File: config.mk
export PLATFORM = sky130hd
export DESIGN_NAME = signed_golomb_encoder
export DESIGN_NICKNAME = d
export VERILOG_FILES = /design/src/hdl/sge_pkg.sv /design/src/hdl/sge_divider.sv /design/src/hdl/sge_serializer.sv /design/src/hdl/signed_golomb_encoder.sv
export SDC_FILE = /design/constraint.sdc
export NUM_CORES = 1
export LEC_CHECK = 0
export BUFFER_PORTS_ARGS = -buffer_cell sky130_fd_sc_hd__buf_2
export CORE_ASPECT_RATIO = 0.6
export CORE_MARGIN = 2
export CORE_UTILIZATION = 67
export DETAILED_ROUTE_END_ITERATION = 7
export GPL_TIMING_DRIVEN = 0
export PLACE_DENSITY = 0.83
export SLEW_MARGIN = 40
export SYNTH_ARGS = -nofsm -noshare
export SYNTH_HDL_FRONTEND = slang
export SYNTH_SLANG_ARGS = --single-unit
File: constraint.sdc
create_clock -name clk -period 12.6 [get_ports clk]
set_clock_uncertainty 0.15 [all_clocks]
set_input_delay 0 -clock clk [delete_from_list [all_inputs] [get_ports clk]]
set_output_delay 0 -clock clk [all_outputs]
set_load 0.005 [all_outputs]
File: src/hdl/sge_pkg.sv
// Shared types, constants and helpers of the signed Golomb encoder.
package sge_pkg;

  // Width of the divisor register and of the remainder.
  localparam int DIV_W  = 16;
  // Width of the truncated-binary field length (0 to 16).
  localparam int RLEN_W = 5;
  // Width of floor(log2 m) for a 16-bit divisor.
  localparam int LOG_W  = 4;

  // Everything the bit emitter needs besides the quotient.
  typedef struct packed {
    logic              too_long;
    logic              neg;
    logic              has_sign;
    logic [RLEN_W-1:0] rlen;
    logic [DIV_W-1:0]  rv;        // remainder field, MSB-aligned at bit DIV_W-1
  } sge_tail_t;

  // Position of the highest set bit; zero for an input of zero or one.
  function automatic logic [LOG_W-1:0] floor_log2(input logic [DIV_W-1:0] v);
    logic [LOG_W-1:0] b;
    b = '0;
    for (int i = 0; i < DIV_W; i++) begin
      if (v[i]) begin
        b = LOG_W'(i);
      end
    end
    return b;
  endfunction

endpackage

File: src/hdl/sge_divider.sv
// Restoring divider that produces one quotient bit per cycle.
module sge_divider
  import sge_pkg::*;
#(
  parameter int VALUE_BITS = 16
) (
  input  logic                  clk,
  input  logic                  rst_n,
  input  logic                  start,
  input  logic [VALUE_BITS-1:0] dividend,
  input  logic [DIV_W-1:0]      divisor,
  output logic                  done,
  output logic [VALUE_BITS-1:0] quotient,
  output logic [DIV_W-1:0]      remainder
);

  localparam int STEP_W = $clog2(VALUE_BITS + 1);

  logic [DIV_W-1:0]      d_r, d_nxt;
  logic [DIV_W-1:0]      rem_r, rem_nxt;
  logic [VALUE_BITS-1:0] quo_r, quo_nxt;
  logic [STEP_W-1:0]     step_r, step_nxt;
  logic                  run_r, run_nxt;
  logic                  done_r, done_nxt;

  logic [DIV_W:0] shifted;
  logic [DIV_W:0] diff;
  logic           fits;

  // Bring down the next dividend bit and try one subtraction.
  assign shifted = {rem_r, quo_r[VALUE_BITS-1]};
  assign fits    = shifted >= {1'b0, d_r};
  assign diff    = shifted - {1'b0, d_r};

  // Step sequencing; the dividend shifts out as the quotient shifts in.
  always_comb begin
    d_nxt    = d_r;
    rem_nxt  = rem_r;
    quo_nxt  = quo_r;
    step_nxt = step_r;
    run_nxt  = run_r;
    done_nxt = 1'b0;
    if (start) begin
      d_nxt    = divisor;
      rem_nxt  = '0;
      quo_nxt  = dividend;
      step_nxt = STEP_W'(VALUE_BITS);
      run_nxt  = 1'b1;
    end else if (run_r) begin
      rem_nxt  = fits ? diff[DIV_W-1:0] : shifted[DIV_W-1:0];
      quo_nxt  = {quo_r[VALUE_BITS-2:0], fits};
      step_nxt = step_r - STEP_W'(1);
      if (step_r == STEP_W'(1)) begin
        run_nxt  = 1'b0;
        done_nxt = 1'b1;
      end
    end
  end

  always_ff @(posedge clk) begin
    if (!rst_n) begin
      run_r  <= 1'b0;
      done_r <= 1'b0;
      step_r <= '0;
    end else begin
      run_r  <= run_nxt;
      done_r <= done_nxt;
      step_r <= step_nxt;
    end
    d_r   <= d_nxt;
    rem_r <= rem_nxt;
    quo_r <= quo_nxt;
  end

  assign done      = done_r;
  assign quotient  = quo_r;
  assign remainder = rem_r;

endmodule

File: src/hdl/sge_serializer.sv
// Bit emitter that packs the code into chunks and holds the output register.
module sge_serializer
  import sge_pkg::*;
#(
  parameter int VALUE_BITS = 16,
  parameter int CHUNK_BITS = 32,
  localparam int CNT_W = $clog2(CHUNK_BITS + 1)
) (
  input  logic                  clk,
  input  logic                  rst_n,
  input  logic                  start,
  input  logic [VALUE_BITS-1:0] q,
  input  sge_tail_t             tail,
  output logic                  busy,
  output logic                  out_valid,
  input  logic                  out_ready,
  output logic [CHUNK_BITS-1:0] out_code,
  output logic [CNT_W-1:0]      out_cnt,
  output logic                  out_last,
  output logic                  out_flag
);

  localparam int CMP_W = ((VALUE_BITS > CNT_W) ? VALUE_BITS : CNT_W) + 1;

  typedef enum logic [2:0] {
    P_IDLE,
    P_ONES,
    P_ZERO,
    P_REM,
    P_SIGN,
    P_FLAG
  } phase_t;

  phase_t                phase_r, phase_nxt;
  logic [VALUE_BITS-1:0] q_rem_r, q_rem_nxt;
  logic [RLEN_W-1:0]     rcnt_r, rcnt_nxt;
  logic [DIV_W-1:0]      rv_r, rv_nxt;
  logic                  neg_r, neg_nxt;
  logic                  sign_r, sign_nxt;
  logic [CHUNK_BITS-1:0] chunk_r, chunk_nxt;
  logic [CNT_W-1:0]      cnt_r, cnt_nxt;
  logic                  oval_r, oval_nxt;
  logic [CHUNK_BITS-1:0] ocode_r, ocode_nxt;
  logic [CNT_W-1:0]      ocnt_r, ocnt_nxt;
  logic                  olast_r, olast_nxt;
  logic                  oflag_r, oflag_nxt;

  logic                  emit;
  logic                  bit_v;
  logic                  bulk;
  logic                  is_final;
  logic                  flush;
  logic                  out_free;
  logic                  adv;
  logic [CHUNK_BITS-1:0] chunk_shift;
  logic [CNT_W-1:0]      cnt_inc;
  logic [VALUE_BITS-1:0] q_dec;

  // Which bit goes out this cycle, and whether it ends a chunk or the code.
  always_comb begin
    emit     = 1'b0;
    bit_v    = 1'b0;
    bulk     = 1'b0;
    is_final = 1'b0;
    case (phase_r)
      P_ONES: begin
        emit  = 1'b1;
        bit_v = 1'b1;
        // A whole chunk of ones goes out at once when the chunk is empty and at least a chunk of ones remains.
        bulk  = (cnt_r == '0) && (CMP_W'(q_rem_r) >= CMP_W'(CHUNK_BITS));
      end
      P_ZERO: begin
        emit     = 1'b1;
        bit_v    = 1'b0;
        is_final = (rcnt_r == '0) && !sign_r;
      end
      P_REM: begin
        emit     = 1'b1;
        bit_v    = rv_r[DIV_W-1];
        is_final = (rcnt_r == RLEN_W'(1)) && !sign_r;
      end
      P_SIGN: begin
        emit     = 1'b1;
        bit_v    = neg_r;
        is_final = 1'b1;
      end
      default: begin
        emit = 1'b0;
      end
    endcase
  end

  assign chunk_shift = {chunk_r[CHUNK_BITS-2:0], bit_v};
  assign cnt_inc     = cnt_r + CNT_W'(1);
  assign flush       = emit && (bulk || (cnt_inc == CNT_W'(CHUNK_BITS)) || is_final);
  assign out_free    = !oval_r || out_ready;
  assign adv         = emit && (!flush || out_free);
  assign q_dec       = q_rem_r - (bulk ? VALUE_BITS'(CHUNK_BITS) : VALUE_BITS'(1));

  // Phase sequencing, chunk assembly and the output register.
  always_comb begin
    phase_nxt = phase_r;
    q_rem_nxt = q_rem_r;
    rcnt_nxt  = rcnt_r;
    rv_nxt    = rv_r;
    neg_nxt   = neg_r;
    sign_nxt  = sign_r;
    chunk_nxt = chunk_r;
    cnt_nxt   = cnt_r;
    oval_nxt  = oval_r && !out_ready;
    ocode_nxt = ocode_r;
    ocnt_nxt  = ocnt_r;
    olast_nxt = olast_r;
    oflag_nxt = oflag_r;

    if (start) begin
      if (tail.too_long) begin
        phase_nxt = P_FLAG;
      end else if (q != '0) begin
        phase_nxt = P_ONES;
      end else begin
        phase_nxt = P_ZERO;
      end
      q_rem_nxt = q;
      rcnt_nxt  = tail.rlen;
      rv_nxt    = tail.rv;
      neg_nxt   = tail.neg;
      sign_nxt  = tail.has_sign;
      chunk_nxt = '0;
      cnt_nxt   = '0;
    end else if (phase_r == P_FLAG) begin
      // A code that is too long gives one empty, flagged item.
      if (out_free) begin
        oval_nxt  = 1'b1;
        ocode_nxt = '0;
        ocnt_nxt  = '0;
        olast_nxt = 1'b1;
        oflag_nxt = 1'b1;
        phase_nxt = P_IDLE;
      end
    end else if (adv) begin
      case (phase_r)
        P_ONES: begin
          q_rem_nxt = q_dec;
          if (q_dec == '0) begin
            phase_nxt = P_ZERO;
          end
        end
        P_ZERO: begin
          if (rcnt_r != '0) begin
            phase_nxt = P_REM;
          end else if (sign_r) begin
            phase_nxt = P_SIGN;
          end else begin
            phase_nxt = P_IDLE;
          end
        end
        P_REM: begin
          rv_nxt   = {rv_r[DIV_W-2:0], 1'b0};
          rcnt_nxt = rcnt_r - RLEN_W'(1);
          if (rcnt_r == RLEN_W'(1)) begin
            phase_nxt = sign_r ? P_SIGN : P_IDLE;
          end
        end
        default: begin
          phase_nxt = P_IDLE;
        end
      endcase

      if (flush) begin
        chunk_nxt = '0;
        cnt_nxt   = '0;
        oval_nxt  = 1'b1;
        ocode_nxt = bulk ? '1 : chunk_shift;
        ocnt_nxt  = bulk ? CNT_W'(CHUNK_BITS) : cnt_inc;
        olast_nxt = is_final;
        oflag_nxt = 1'b0;
      end else begin
        chunk_nxt = chunk_shift;
        cnt_nxt   = cnt_inc;
      end
    end
  end

  always_ff @(posedge clk) begin
    if (!rst_n) begin
      phase_r <= P_IDLE;
      oval_r  <= 1'b0;
      cnt_r   <= '0;
    end else begin
      phase_r <= phase_nxt;
      oval_r  <= oval_nxt;
      cnt_r   <= cnt_nxt;
    end
    q_rem_r <= q_rem_nxt;
    rcnt_r  <= rcnt_nxt;
    rv_r    <= rv_nxt;
    neg_r   <= neg_nxt;
    sign_r  <= sign_nxt;
    chunk_r <= chunk_nxt;
    ocode_r <= ocode_nxt;
    ocnt_r  <= ocnt_nxt;
    olast_r <= olast_nxt;
    oflag_r <= oflag_nxt;
  end

  assign busy      = phase_r != P_IDLE;
  assign out_valid = oval_r;
  assign out_code  = ocode_r;
  assign out_cnt   = ocnt_r;
  assign out_last  = olast_r;
  assign out_flag  = oflag_r;

endmodule

File: src/hdl/signed_golomb_encoder.sv
// Each item passes through the bit-serial divider and setup, then its code leaves one bit
// per cycle, except that whole chunks of unary ones leave one per cycle, both only while
// the output does not stall; the next item is taken only after the last chunk is built.
// Synchronous active-low reset sets the divisor to one and empties the output.
module signed_golomb_encoder
  import sge_pkg::*;
#(
  parameter int MAX_CODE_BITS = 1024,
  parameter int CHUNK_BITS    = 32,
  parameter int VALUE_BITS    = 16,
  localparam int CNT_W        = $clog2(CHUNK_BITS + 1),
  localparam int IN_W         = ((VALUE_BITS + 7) / 8) * 8,
  localparam int OUT_W        = ((CHUNK_BITS + CNT_W + 7) / 8) * 8
) (
  input  logic             clk,
  input  logic             rst_n,
  input  logic             cfg_wen,
  input  logic [DIV_W-1:0] cfg_wdata,   // divisor
  input  logic             in_tvalid,
  output logic             in_tready,
  input  logic [IN_W-1:0]  in_tdata,    // sample
  output logic             out_tvalid,
  input  logic             out_tready,
  output logic [OUT_W-1:0] out_tdata,   // code_bits, bit_count
  output logic             out_tlast,
  output logic             out_tuser    // too_long
);

  localparam int TOT_W = (VALUE_BITS + 2 > 18) ? VALUE_BITS + 2 : 18;

  typedef enum logic [2:0] {
    T_IDLE,
    T_DIV,
    T_SPLIT,
    T_LAUNCH,
    T_EMIT
  } state_t;

  state_t              state_r, state_nxt;
  logic [DIV_W-1:0]    divisor_r, divisor_nxt;
  logic [DIV_W:0]      k_r, k_nxt;
  logic [LOG_W-1:0]    blog_r, blog_nxt;
  logic                neg_r, neg_nxt;
  logic                nz_r, nz_nxt;
  logic [RLEN_W-1:0]   rlen_r, rlen_nxt;
  logic [DIV_W-1:0]    rval_r, rval_nxt;

  logic                  accept;
  logic [VALUE_BITS-1:0] sample;
  logic [VALUE_BITS-1:0] mag;
  logic [DIV_W-1:0]      m_eff;
  logic [LOG_W-1:0]      blog;
  logic                  div_done;
  logic [VALUE_BITS-1:0] div_q;
  logic [DIV_W-1:0]      div_r;
  logic                  rem_ge;
  logic [DIV_W:0]        rem_sum;
  logic [TOT_W-1:0]      total;
  logic                  ser_start;
  logic                  ser_busy;
  sge_tail_t             tail;
  logic [CHUNK_BITS-1:0] code_bits;
  logic [CNT_W-1:0]      bit_count;

  assign in_tready = state_r == T_IDLE;
  assign accept    = in_tvalid && in_tready;

  // Sign and magnitude; the most negative value keeps its own bit pattern.
  assign sample = in_tdata[VALUE_BITS-1:0];
  assign mag    = sample[VALUE_BITS-1] ? (~sample + VALUE_BITS'(1)) : sample;

  // A divisor of zero acts as one.
  assign m_eff = (divisor_r == '0) ? DIV_W'(1) : divisor_r;
  assign blog  = floor_log2(m_eff);

  // Truncated-binary split of the remainder.
  assign rem_ge  = {1'b0, div_r} >= k_r;
  assign rem_sum = {1'b0, div_r} + k_r;

  // Code length: unary run, its stop bit, remainder field and sign bit.
  assign total = TOT_W'(div_q) + TOT_W'(rlen_r) + TOT_W'(nz_r) + TOT_W'(1);

  assign ser_start     = state_r == T_LAUNCH;
  assign tail.too_long = total > TOT_W'(MAX_CODE_BITS);
  assign tail.neg      = neg_r;
  assign tail.has_sign = nz_r;
  assign tail.rlen     = rlen_r;
  assign tail.rv       = rval_r << (RLEN_W'(DIV_W) - rlen_r);

  // Control sequence and per-item registers.
  always_comb begin
    state_nxt   = state_r;
    divisor_nxt = divisor_r;
    k_nxt       = k_r;
    blog_nxt    = blog_r;
    neg_nxt     = neg_r;
    nz_nxt      = nz_r;
    rlen_nxt    = rlen_r;
    rval_nxt    = rval_r;
    if (cfg_wen) begin
      divisor_nxt = cfg_wdata;
    end
    case (state_r)
      T_IDLE: begin
        if (accept) begin
          blog_nxt  = blog;
          k_nxt     = ((DIV_W + 1)'(1) << (RLEN_W'(blog) + RLEN_W'(1))) - {1'b0, m_eff};
          neg_nxt   = sample[VALUE_BITS-1];
          nz_nxt    = sample != '0;
          state_nxt = T_DIV;
        end
      end
      T_DIV: begin
        if (div_done) begin
          state_nxt = T_SPLIT;
        end
      end
      T_SPLIT: begin
        rlen_nxt  = rem_ge ? (RLEN_W'(blog_r) + RLEN_W'(1)) : RLEN_W'(blog_r);
        rval_nxt  = rem_ge ? rem_sum[DIV_W-1:0] : div_r;
        state_nxt = T_LAUNCH;
      end
      T_LAUNCH: begin
        state_nxt = T_EMIT;
      end
      T_EMIT: begin
        if (!ser_busy) begin
          state_nxt = T_IDLE;
        end
      end
      default: begin
        state_nxt = T_IDLE;
      end
    endcase
  end

  always_ff @(posedge clk) begin
    if (!rst_n) begin
      state_r   <= T_IDLE;
      divisor_r <= DIV_W'(1);
    end else begin
      state_r   <= state_nxt;
      divisor_r <= divisor_nxt;
    end
    k_r    <= k_nxt;
    blog_r <= blog_nxt;
    neg_r  <= neg_nxt;
    nz_r   <= nz_nxt;
    rlen_r <= rlen_nxt;
    rval_r <= rval_nxt;
  end

  sge_divider #(
    .VALUE_BITS(VALUE_BITS)
  ) u_div (
    .clk       (clk),
    .rst_n     (rst_n),
    .start     (accept),
    .dividend  (mag),
    .divisor   (m_eff),
    .done      (div_done),
    .quotient  (div_q),
    .remainder (div_r)
  );

  sge_serializer #(
    .VALUE_BITS(VALUE_BITS),
    .CHUNK_BITS(CHUNK_BITS)
  ) u_ser (
    .clk       (clk),
    .rst_n     (rst_n),
    .start     (ser_start),
    .q         (div_q),
    .tail      (tail),
    .busy      (ser_busy),
    .out_valid (out_tvalid),
    .out_ready (out_tready),
    .out_code  (code_bits),
    .out_cnt   (bit_count),
    .out_last  (out_tlast),
    .out_flag  (out_tuser)
  );

  assign out_tdata = OUT_W'({bit_count, code_bits});

endmodule

==> impl_metrics.env, run 1 <==
export IMPL_status="finished, final reports clean"
export IMPL_rsz0062_at_grt="false"
export IMPL_drt_pass1_iterations=6
export IMPL_crit_path_cell_trace="or4_4 > nor4_1 > nor2_1 > inv_1 > ha_1 > ha_1 > or4b_4 > and2_1 > buf_2 > or4_4 > a221o_1 > a2111oi_2 > o21ai_1 > a221oi_1 > nor2_1"
export IMPL_finalSetupTns_ps=0
export IMPL_grt_usage=0.335
export IMPL_synth_area_in_adders=0.0823
export IMPL_vdd_ir_drop_max_uv=123
export IMPL_seq_area_frac_synth=0.450
export IMPL_worstPathRequired_ps=12840
export IMPL_final_antenna_net_count=0
export IMPL_final_period_utilization=0.464
export IMPL_layout_area_overhead_vs_synth_pct=14.6
export IMPL_path_clk_slew_ps=70
export IMPL_ys_ff_latch=238
export IMPL_grt_start_max_net_pins=44
export IMPL_synth_simple_area_share=0.182
export IMPL_post_route_min_period_ps=5840
export IMPL_synth_top_flop_cell="edfxtp_1"
export IMPL_tritoncts="built"
export IMPL_antenna_diode_count=0
export IMPL_drt_initial_drc_count=1480
export IMPL_die_w_um=191
export IMPL_worst_hold_path_type="in -> reg"
export IMPL_synth_top_cell_area_share=0.331
export IMPL_worstSkewPairLatency_ps=520
export IMPL_hold_path_depth=4
export IMPL_fin_worst_hold_slack_ps=82.7
export IMPL_final_common_cell="nor2_1"
export IMPL_maxCapViolCount=0
export IMPL_report_final_setup_viol=0
export IMPL_worst_pin_slew_ps=935
export IMPL_wire_length_of_the_first_global_routing_pass_um=58200
export IMPL_synth_mux_area_frac=0.0394
export IMPL_postSynth_asyncResetShare=0
export IMPL_post_cts_setup_buffers=0
export IMPL_synth_largest_area_cell="edfxtp_1"
export IMPL_maxSlewHeadroom=0.371
export IMPL_total_of_warnings_raised_by_yosys=0
export IMPL_detailed_place_hpwl_um=26800
export IMPL_core_area_um2=20300
export IMPL_htreeDepth=1
export IMPL_clock_path_buffers=3
export IMPL_achievable_frequency_mhz=171
export IMPL_root_buffer="clkbuf_16"
export IMPL_layout_common_cells="nor2_1 (193), edfxtp_1 (155), nand2_1 (110)"
export IMPL_filler_cell_count=1332
export IMPL_global_route_overflow_total=0
export IMPL_drt_wl_total_um=37000
export IMPL_cp_end_kind="flip-flop"
export IMPL_stdcell_count=1929
export IMPL_synth_compound_gate_area_share=0.150
export IMPL_die_height_um=116
export IMPL_drv_slew=0
export IMPL_ioPinCount=81
export IMPL_crit_type="reg -> reg"
export IMPL_mappedNetlistArea_um2=14100
export IMPL_dr_total_vias=12100
export IMPL_ys_types=79
export IMPL_p_leak_nw=6.45
export IMPL_postSynthCellCount=1485
export IMPL_place_congestion=0.974
export IMPL_drc=0
export IMPL_antenna_found_initial=1
export IMPL_power_per_cell_area_nw_per_um2=138
export IMPL_slowest_stage="nor4_1"
export IMPL_cp_data_arrival_time_ps=6080
export IMPL_post_synth_xor_area_fraction=0.0480
export IMPL_critical_path_startpoint_type="flip-flop"
export IMPL_crit_path_max_incr_delay_ps=790
export IMPL_initial_core_util=0.693
export IMPL_cts_made_buffers=23
export IMPL_drt_wirelength_per_cell_um=19.2
export IMPL_largest_family_of_logic_cells_by_synthesized_area="simple AND/OR/NAND/NOR gates"
export IMPL_via_count_of_the_first_global_routing_pass=11100
export IMPL_number_of_synthesized_flops_with_an_enable_pin=155
export IMPL_worst_r2r_setup_slack_ps=6760
export IMPL_final_layout_size_suffix_gt1_frac=0.0954
export IMPL_cts_sink_count=238
export IMPL_critPathMaxFanout=7
export IMPL_mean_instance_size_in_the_synthesized_netlist_um2=9.46
export IMPL_ff2ff_path_depth=15
export IMPL_routed_via_density=6.28
export IMPL_floorplan_die_area_um2=22200
export IMPL_hold_violations=0
export IMPL_ys_top_cells_by_area="edfxtp_1 (33%), dfxtp_1 (12%), ha_1 (7.7%)"
export IMPL_nets=1767
export IMPL_placement_rows=40
export IMPL_io_buffer_count=76
export IMPL_dpl_cell_count=1838
==> timing repair <==
item	4_1_cts	5_1_grt
hold buffers	50	0
resized for setup	0	0
hold endpoints to repair	44	0
==> kinds of logic (layout without fill, tap and decap cells) <==
logic type                 after synthesis  after routing
and+or+nand+nor                        528            528
AOI/OAI and AO/OA                      327            327
DFF                                    238            238
buffers and inverters                  176            346
adders and majority gates               90             90
xor gates and xnor gates                77             77
muxes                                   47             47
other                                    2              3
==> where the power goes <==
| group | total (W) | switching [W] | internal [W] | leakage (nW) |
|---|---|---|---|---|
| logic | 0.000551 | 0.000326 | 0.000226 | 3.94 |
| clock network | 0.000702 | 0.000308 | 0.000394 | 0.369 |
| registers | 0.000972 | 0.0000702 | 0.000902 | 2.14 |
| total | 0.00223 | 0.000704 | 0.00152 | 6.45 |
==> worst paths after layout <==
kind                         startpoint                       endpoint
max          u_ser.q_rem_r[8]$_DFFE_PP_  u_ser.phase_r[0]$_SDFFE_PN0P_
max reg2reg  u_ser.q_rem_r[8]$_DFFE_PP_  u_ser.phase_r[0]$_SDFFE_PN0P_
min                        cfg_wdata[0]      divisor_r[0]$_SDFFE_PN1P_
min reg2reg             neg_r$_DFFE_PP_          u_ser.neg_r$_DFFE_PP_
==> cell type report <==
| cell class | instances | area [um^2] | share of cell area |
|---|---|---|---|
| clock buffer | 29 | 661 | 0.0410 |
| buffer | 75 | 290 | 0.0180 |
| inverter | 101 | 382 | 0.0237 |
| clock inverter | 12 | 98.8 | 0.00614 |
| timing repair buffer | 129 | 921 | 0.0572 |
| multi-input combinational | 1072 | 7100 | 0.441 |
| tap | 273 | 342 | 0.0212 |
| sequential | 238 | 6320 | 0.392 |
==> synth_stat cells, types with 5 or more instances <==
| library cell | count |
|---|---|
| mux4_2 | 6 |
| mux2i_1 | 34 |
| nand4_1 | 9 |
| or4_1 | 8 |
| o21a_1 | 10 |
| mux2_2 | 7 |
| nor4b_1 | 5 |
| xnor2_1 | 47 |
| nor4_1 | 12 |
| a2111oi_0 | 5 |
| and2_1 | 6 |
| o211ai_1 | 7 |
| clkbuf_1 | 67 |
| buf_1 | 5 |
| nand2_1 | 111 |
| a21boi_0 | 7 |
| or3_1 | 13 |
| nor2_1 | 194 |
| a21o_1 | 6 |
| xor2_1 | 30 |
| dfxtp_1 | 83 |
| nor3_1 | 44 |
| a22oi_1 | 34 |
| nor3b_1 | 10 |
| a31oi_1 | 14 |
| inv_1 | 99 |
| o21bai_1 | 8 |
| a221oi_1 | 5 |
| o21ai_0 | 91 |
| nand3_1 | 18 |
| a22o_1 | 7 |
| ha_1 | 86 |
| nand2b_1 | 16 |
| a21oi_1 | 71 |
| edfxtp_1 | 155 |
| nand3b_1 | 11 |
| and3_1 | 14 |
| o31ai_1 | 11 |
| or2_2 | 6 |
| a211oi_1 | 16 |
| nor2b_1 | 36 |
==> flip-flops by register name, indices dropped and copies added, names as in the netlist, 6 cells and up <==
register         count
u_div.remainder     16
rval_r              16
u_ser.chunk_r       31
u_ser.cnt_r          6
k_r                 17
u_ser.rv_r          16
u_ser.out_code      32
u_div.d_r           16
u_div.quotient      16
divisor_r           16
u_ser.q_rem_r       16
u_ser.out_cnt        6
==> metal layers <==
metal / vias to the layer above / routed length (um) / track usage
met1: 5705 / 16400 / 0.519
met5: - / 0 / 0
met3: 54 / 4530 / 0.0694
li1: 5641 / - / -
met4: 0 / 565 / 0.0651
met2: 716 / 15600 / 0.488
==> per-stage QoR <==
stage          setup slack, ps  instance area, um^2   util  power [W]
2_1_floorplan             8160                14100      -    0.00136
3_3_place_gp              7280                14800  0.729    0.00147
3_5_place_dp              7040                14800  0.732    0.00150
4_1_cts                   7040                16100  0.794    0.00220
5_1_grt                   6660                16100  0.795    0.00232
6_report                  6760                16100  0.795    0.00223
==> critical path, delay by kind of cell (launching register included) <==
kind / cells / cell delay, ps
buffers and inverters: 2 / 400
DFF: 1 / 490
adders and majority gates: 2 / 500
and+or+nand+nor: 7 / 2840
AOI/OAI and AO/OA: 4 / 1320
No activity file was read; power rests on OpenSTA's default activity.
==> inputs of run 2 (changes only) <==
ABC_AREA = 1   (was unset)
CORE_UTILIZATION = 62   (was 67)
PLACE_DENSITY = 0.78   (was 0.83)
clock period = 5.69 ns   (was 12.6 ns; I/O delays follow)
==> run 2 against run 1 <==
Effect of this change:
- flip-flop and latch count unchanged
- setup slack got worse by 5600 ps
- sequential share of layout area decreased by 1.1 points
- first-iteration DRC count increased by 5.3%
- final area increased by 3.0%
- global-route usage decreased by 1.0 points
- fmax increased by 29%
- via count increased by 8.8%
- clock power increased by 110%
- sequential power increased to 2.6 times the previous value
- register-to-register slack got worse by 5600 ps
==> impl_metrics.env, run 2 <==
export IMPL_grt_util_met3=0.0852
export IMPL_core_area_um2=23000
export IMPL_hold_violations=0
export IMPL_nets=2116
export IMPL_ioPinCount=81
export IMPL_postSynth_asyncResetShare=0
export IMPL_final_antenna_net_count=0
export IMPL_drt_initial_drc_count=1559
export IMPL_power_per_cell_area_nw_per_um2=375
export IMPL_synth_top_cell_area_share=0.322
export IMPL_grt_usage=0.325
export IMPL_seq_area_frac_synth=0.437
export IMPL_htreeDepth=1
export IMPL_drt_wl_total_um=39900
export IMPL_placement_rows=43
export IMPL_maxSlewHeadroom=0.435
export IMPL_total_power_w=0.00622
export IMPL_final_period_utilization=0.793
export IMPL_global_route_overflow_total=0
export IMPL_largest_register_ff_count=32
export IMPL_report_final_setup_viol=0
export IMPL_mean_instance_size_in_the_synthesized_netlist_um2=7.89
export IMPL_status="finished, final reports clean"
export IMPL_final_layout_size_suffix_gt1_frac=0.0778
export IMPL_crit_path_cell_trace="inv_1 > nand3_1 > nor2_1 > inv_1 > clkbuf_1 > o41ai_1 > ha_1 > inv_1 > fa_1 > a21oi_1 > o21ai_0 > nand3_1 > nand2_1 > nand3_1 > nand2_1 > a21oi_1 > nor2_1 > nor2_1 > xor2_1"
export IMPL_cp_end_kind="flip-flop"
export IMPL_maxCapViolCount=0
export IMPL_die_height_um=122
export IMPL_cts_made_buffers=24
export IMPL_drt_pass1_iterations=5
export IMPL_postSynthCellCount=1831
export IMPL_worst_hold_path_type="in -> reg"
export IMPL_wire_length_of_the_first_global_routing_pass_um=63200
export IMPL_layout_area_overhead_vs_synth_pct=14.8
export IMPL_routed_via_density=5.68
export IMPL_mappedNetlistArea_um2=14500
export IMPL_slowest_stage="o41ai_1"
export IMPL_place_congestion=0.948
export IMPL_crit_path_max_incr_delay_ps=740
export IMPL_ys_types=49
export IMPL_synth_largest_area_cell="edfxtp_1"
export IMPL_critical_path_startpoint_type="flip-flop"
export IMPL_synth_top_flop_cell="edfxtp_1"
export IMPL_io_buffer_count=77
export IMPL_initial_core_util=0.629
export IMPL_placed_cell_area_um2=15400
export IMPL_antenna_found_initial=0
export IMPL_rsz0062_at_grt="false"
export IMPL_tritoncts="built"
export IMPL_post_cts_setup_buffers=0
export IMPL_achievable_frequency_mhz=222
export IMPL_cts_sink_count=238
export IMPL_clock_path_buffers=3
export IMPL_ys_ff_latch=238
export IMPL_layout_common_cells="nand2_1 (404), inv_1 (259), a21oi_1 (161)"
export IMPL_worst_pin_slew_ps=836
export IMPL_detailed_place_hpwl_um=30200
export IMPL_root_buffer="clkbuf_16"
export IMPL_path_clk_slew_ps=60
export IMPL_final_common_cell="nand2_1"
export IMPL_die_w_um=201
export IMPL_total_of_warnings_raised_by_yosys=0
export IMPL_worst_path_buf_inv=4
export IMPL_post_route_min_period_ps=4510
export IMPL_synth_cells_most_frequent="nand2_1 (405), inv_1 (260), a21oi_1 (162)"
export IMPL_worstPathRequired_ps=5820
export IMPL_critPathMaxFanout=10
export IMPL_floorplan_die_area_um2=24600
export IMPL_finalSetupTns_ps=0
export IMPL_cp_top_family="compound AO/OA/AOI/OAI gates"
export IMPL_antenna_diode_count=0
export IMPL_cp_data_arrival_time_ps=4650
export IMPL_via_count_of_the_first_global_routing_pass=12100
export IMPL_drt_wirelength_per_cell_um=17.2
export IMPL_grt_start_max_net_pins=26
export IMPL_layout_cell_area_non_filler_um2=16600
export IMPL_met1_usage_grt=0.504
export IMPL_vdd_ir_drop_max_uv=272
export IMPL_grtUsageMet2=0.459
export IMPL_dr_total_vias=13200
export IMPL_number_of_synthesized_flops_with_an_enable_pin=155
export IMPL_top_usage_layer="met1"
export IMPL_worstSkewPairLatency_ps=540
export IMPL_crit_type="reg -> reg"
export IMPL_drc=0
export IMPL_drv_slew=0
export IMPL_post_route_util=0.722
export IMPL_p_leak_nw=7.21
export IMPL_ys_top_cells_by_area="edfxtp_1 (32%), dfxtp_1 (11%), nand2_1 (11%)"
export IMPL_fin_worst_hold_slack_ps=78.9
export IMPL_synth_most_common_cell="nand2_1"
run 2: cell count changes after synthesis, moves of 18 or more:
| cell | change |
|---|---|
| xnor2_1 | -32 |
| nor2b_1 | -36 |
| nand3_1 | +66 |
| o21ai_0 | +55 |
| nand2_1 | +294 |
| inv_1 | +161 |
| nand4_1 | +29 |
| a22oi_1 | -34 |
| a21oi_1 | +91 |
| nor3_1 | -18 |
| nor2_1 | -51 |
| xor2_1 | +22 |
| mux2i_1 | -31 |
run 2: path summary, 6_finish.rpt:
check / start / end / slack (ps) / depth (start not counted)
worst min-delay path: cfg_wdata[0] / divisor_r[0]$_SDFFE_PN1P_ / 80 / 4
worst min register to register: neg_r$_DFFE_PP_ / u_ser.neg_r$_DFFE_PP_ / 280 / 0
worst max-delay path: divisor_r[15]$_SDFFE_PN0P_ / k_r[16]$_DFFE_PP_ / 1180 / 19
worst max register to register: divisor_r[15]$_SDFFE_PN0P_ / k_r[16]$_DFFE_PP_ / 1180 / 19
run 2: area by class of cell:
cell class	instances	area (um^2)
plain buffers	74	319
clock buffers	28	616
clock inverters	15	106
fillers	1770	6380
inverters	266	998
multi-input cells	1254	6860
flip-flops and latches	238	6320
well taps	315	394
repair buffers	131	976
run 2: per-stage QoR:
stage          cells  setup WS [ps]
6_report        2321           1180
4_1_cts         2321           1330
3_3_place_gp    2224            437
5_1_grt         2321            891
2_1_floorplan   1832           1600
3_5_place_dp    2229           1380
run 2: cells by family (layout without fill, tap and decap cells):
kind of cell             after synthesis  count (layout)  share of synthesized area
XOR/XNOR                              67              67                     0.0406
flip-flops                           238             238                      0.437
AO/OA/AOI/OAI                        371             371                      0.139
buffers and inverters                340             514                     0.0911
multiplexers                           3               3                    0.00208
adder cells (fa/ha/maj)               90              90                     0.0800
other                                  2               3                   0.000520
AND/OR/NAND/NOR                      720             720                      0.210
run 2: what timing repair did:
action,4_1_cts,5_1_grt
hold buffers,49,0
setup endpoints to repair,0,0
hold endpoints to repair,52,0
resized for setup,0,0
run 2: layer usage:
| metal | vias to the layer above | routed length, um |
|---|---|---|
| met1 | 6077 | 18700 |
| met4 | 0 | 619 |
| met2 | 638 | 15900 |
| li1 | 6398 | - |
| met3 | 69 | 4650 |
| met5 | - | 0 |
run 2: worst min-delay path, cell delays in order:
cell and delay, ps:
buf_2 80, a21oi_1 50, o21ai_0 60, dlygate4sd3_1 550
run 2: report_power, final:
group / switching (W) / leakage, nW / total, W / internal (W)
logic: 0.00145 / 4.74 / 0.00221 / 0.000758
registers: 0.000268 / 2.12 / 0.00253 / 0.00227
clock network: 0.000688 / 0.354 / 0.00147 / 0.000785
==> inputs of run 3 (changes only) <==
clock period = 4.2 ns   (was 5.69 ns; I/O delays follow)
==> run 3 against run 2 <==
Effect of this change:
- fmax is 15% higher
- via count is 0.87% higher
- first-iteration DRC count is 0.71% higher
- flip-flop and latch count stayed put
- critical path depth stayed put
- highest routed layer unchanged
- wire length is 0.58% higher
- count of clock-buffer cells in the layout stayed put
- clock power is 36% higher
- critical path type unchanged
==> impl_metrics.env, run 3 (synthesis results as in run 2) <==
export IMPL_status="finished, final reports clean"
export IMPL_worstSkewPairLatency_ps=540
export IMPL_detailed_place_hpwl_um=30200
export IMPL_die_w_um=201
export IMPL_worstPathRequired_ps=4330
export IMPL_critPathMaxFanout=10
export IMPL_final_antenna_net_count=0
export IMPL_post_route_min_period_ps=3920
export IMPL_largest_register_ff_count=32
export IMPL_cp_top_family="simple AND/OR/NAND/NOR gates"
export IMPL_crit_path_cell_trace="inv_1 > nand3_1 > nor2_4 > inv_1 > buf_1 > o41ai_4 > ha_1 > inv_1 > fa_1 > a21oi_1 > o21ai_1 > nand3_1 > nand2_1 > nand3_1 > nand2_1 > a21oi_1 > nor2_1 > nor2_1 > xor2_1"
export IMPL_dr_total_vias=13300
export IMPL_htreeDepth=1
export IMPL_path_clk_slew_ps=60
export IMPL_root_buffer="clkbuf_16"
export IMPL_crit_path_max_incr_delay_ps=400
export IMPL_drv_slew=0
export IMPL_layout_area_overhead_vs_synth_pct=15.2
export IMPL_final_layout_size_suffix_gt1_frac=0.0816
export IMPL_via_count_of_the_first_global_routing_pass=12100
export IMPL_cts_made_buffers=24
export IMPL_die_height_um=122
export IMPL_core_area_um2=23000
export IMPL_dp_slack_ps=-109
export IMPL_worst_hold_path_type="in -> reg"
export IMPL_layout_common_cells="nand2_1 (403), inv_1 (259), a21oi_1 (161)"
export IMPL_routed_via_density=5.72
export IMPL_drc=0
export IMPL_maxCapViolCount=0
export IMPL_fin_worst_hold_slack_ps=77.3
export IMPL_finalSetupTns_ps=0
export IMPL_final_period_utilization=0.933
export IMPL_wire_length_of_the_first_global_routing_pass_um=63200
export IMPL_power_per_cell_area_nw_per_um2=507
export IMPL_post_route_util=0.725
export IMPL_drt_wirelength_per_cell_um=17.3
export IMPL_critical_path_startpoint_type="flip-flop"
export IMPL_drt_initial_drc_count=1570
export IMPL_global_route_overflow_total=0
export IMPL_final_common_cell="nand2_1"
export IMPL_p_leak_nw=7.24
export IMPL_dr_wl_met2_um=16100
export IMPL_nets=2119
export IMPL_cp_data_arrival_time_ps=4050
export IMPL_ioPinCount=81
export IMPL_cp_end_kind="flip-flop"
export IMPL_drt_wl_total_um=40100
export IMPL_tritoncts="built"
export IMPL_cts_sink_count=238
export IMPL_placement_rows=43
export IMPL_floorplan_die_area_um2=24600
export IMPL_grt_start_max_net_pins=26
export IMPL_vdd_ir_drop_max_uv=371
export IMPL_worst_path_buf_inv=4
export IMPL_worst_pin_slew_ps=793
export IMPL_slowest_stage="fa_1"
export IMPL_rsz0062_at_grt="false"
export IMPL_layout_setup_ws_ps=281
export IMPL_hold_violations=0
export IMPL_crit_type="reg -> reg"
export IMPL_antenna_diode_count=0
export IMPL_top_layer_used="met4"
export IMPL_maxSlewHeadroom=0.470
export IMPL_m1WireLength_um=18800
export IMPL_drt_pass1_iterations=6
export IMPL_grt_usage=0.325
export IMPL_clock_path_buffers=3
export IMPL_total_power_w=0.00845
export IMPL_antenna_found_initial=0
export IMPL_report_final_setup_viol=0
export IMPL_place_congestion=0.948
export IMPL_met3_wirelength_um=4550
export IMPL_achievable_frequency_mhz=255
export IMPL_io_buffer_count=77
export IMPL_initial_core_util=0.629
-- run 3: area by class of cell --
cell class                 count  area (um^2)
multi-input combinational   1254         6910
sequential                   238         6320
fill                        1756         6320
timing repair buffer         135         1010
inverter                     266          998
clock buffer                  28          616
tap                          315          394
buffer                        73          315
clock inverter                15          106
-- run 3: worst paths after layout --
path,from,to,slack (ps),depth (start not counted)
setup / recovery,divisor_r[15]$_SDFFE_PN0P_,k_r[16]$_DFFE_PP_,280,19
hold / removal,cfg_wdata[0],divisor_r[0]$_SDFFE_PN1P_,80,4
setup reg to reg,divisor_r[15]$_SDFFE_PN0P_,k_r[16]$_DFFE_PP_,280,19
hold reg to reg,neg_r$_DFFE_PP_,u_ser.neg_r$_DFFE_PP_,280,0
-- run 3: routing by layer --
layer / global-route usage / up-vias
met3: 0.0852 / 74
met5: 0 / -
li1: - / 6405
met4: 0.0537 / 0
met1: 0.504 / 6156
met2: 0.459 / 662
-- run 3: metrics by stage --
stage                     std cells  area [um^2]
after CTS                      2320        16600
after floorplan                1832        14500
final                          2324        16700
after global placement         2224        15200
after global routing           2324        16700
after detailed placement       2229        15400
-- run 3: repair_timing --
item / CTS / global route
buffers inserted: 0 / 4
pin swaps: 0 / 1
endpoints found under the setup margin: 4 / 6
resized for setup: 1 / 9
hold buffers: 49 / 0
endpoints found under the hold margin: 52 / 0
-- run 3: report_power, final --
group | switching (W) | total [W] | internal, W
combinational | 0.00198 | 0.00302 | 0.00104
clock | 0.000933 | 0.00200 | 0.00106
sequential | 0.000365 | 0.00343 | 0.00307
-- run 3: worst reg2reg max path: cells and delay by family (launching register included) --
kind	cells	cell delay, ps
and+or+nand+nor	8	940
buffers and inverters	4	550
adders and majority gates	2	670
xor gates and xnor gates	1	100
AOI/OAI and AO/OA	4	880
DFF	1	360
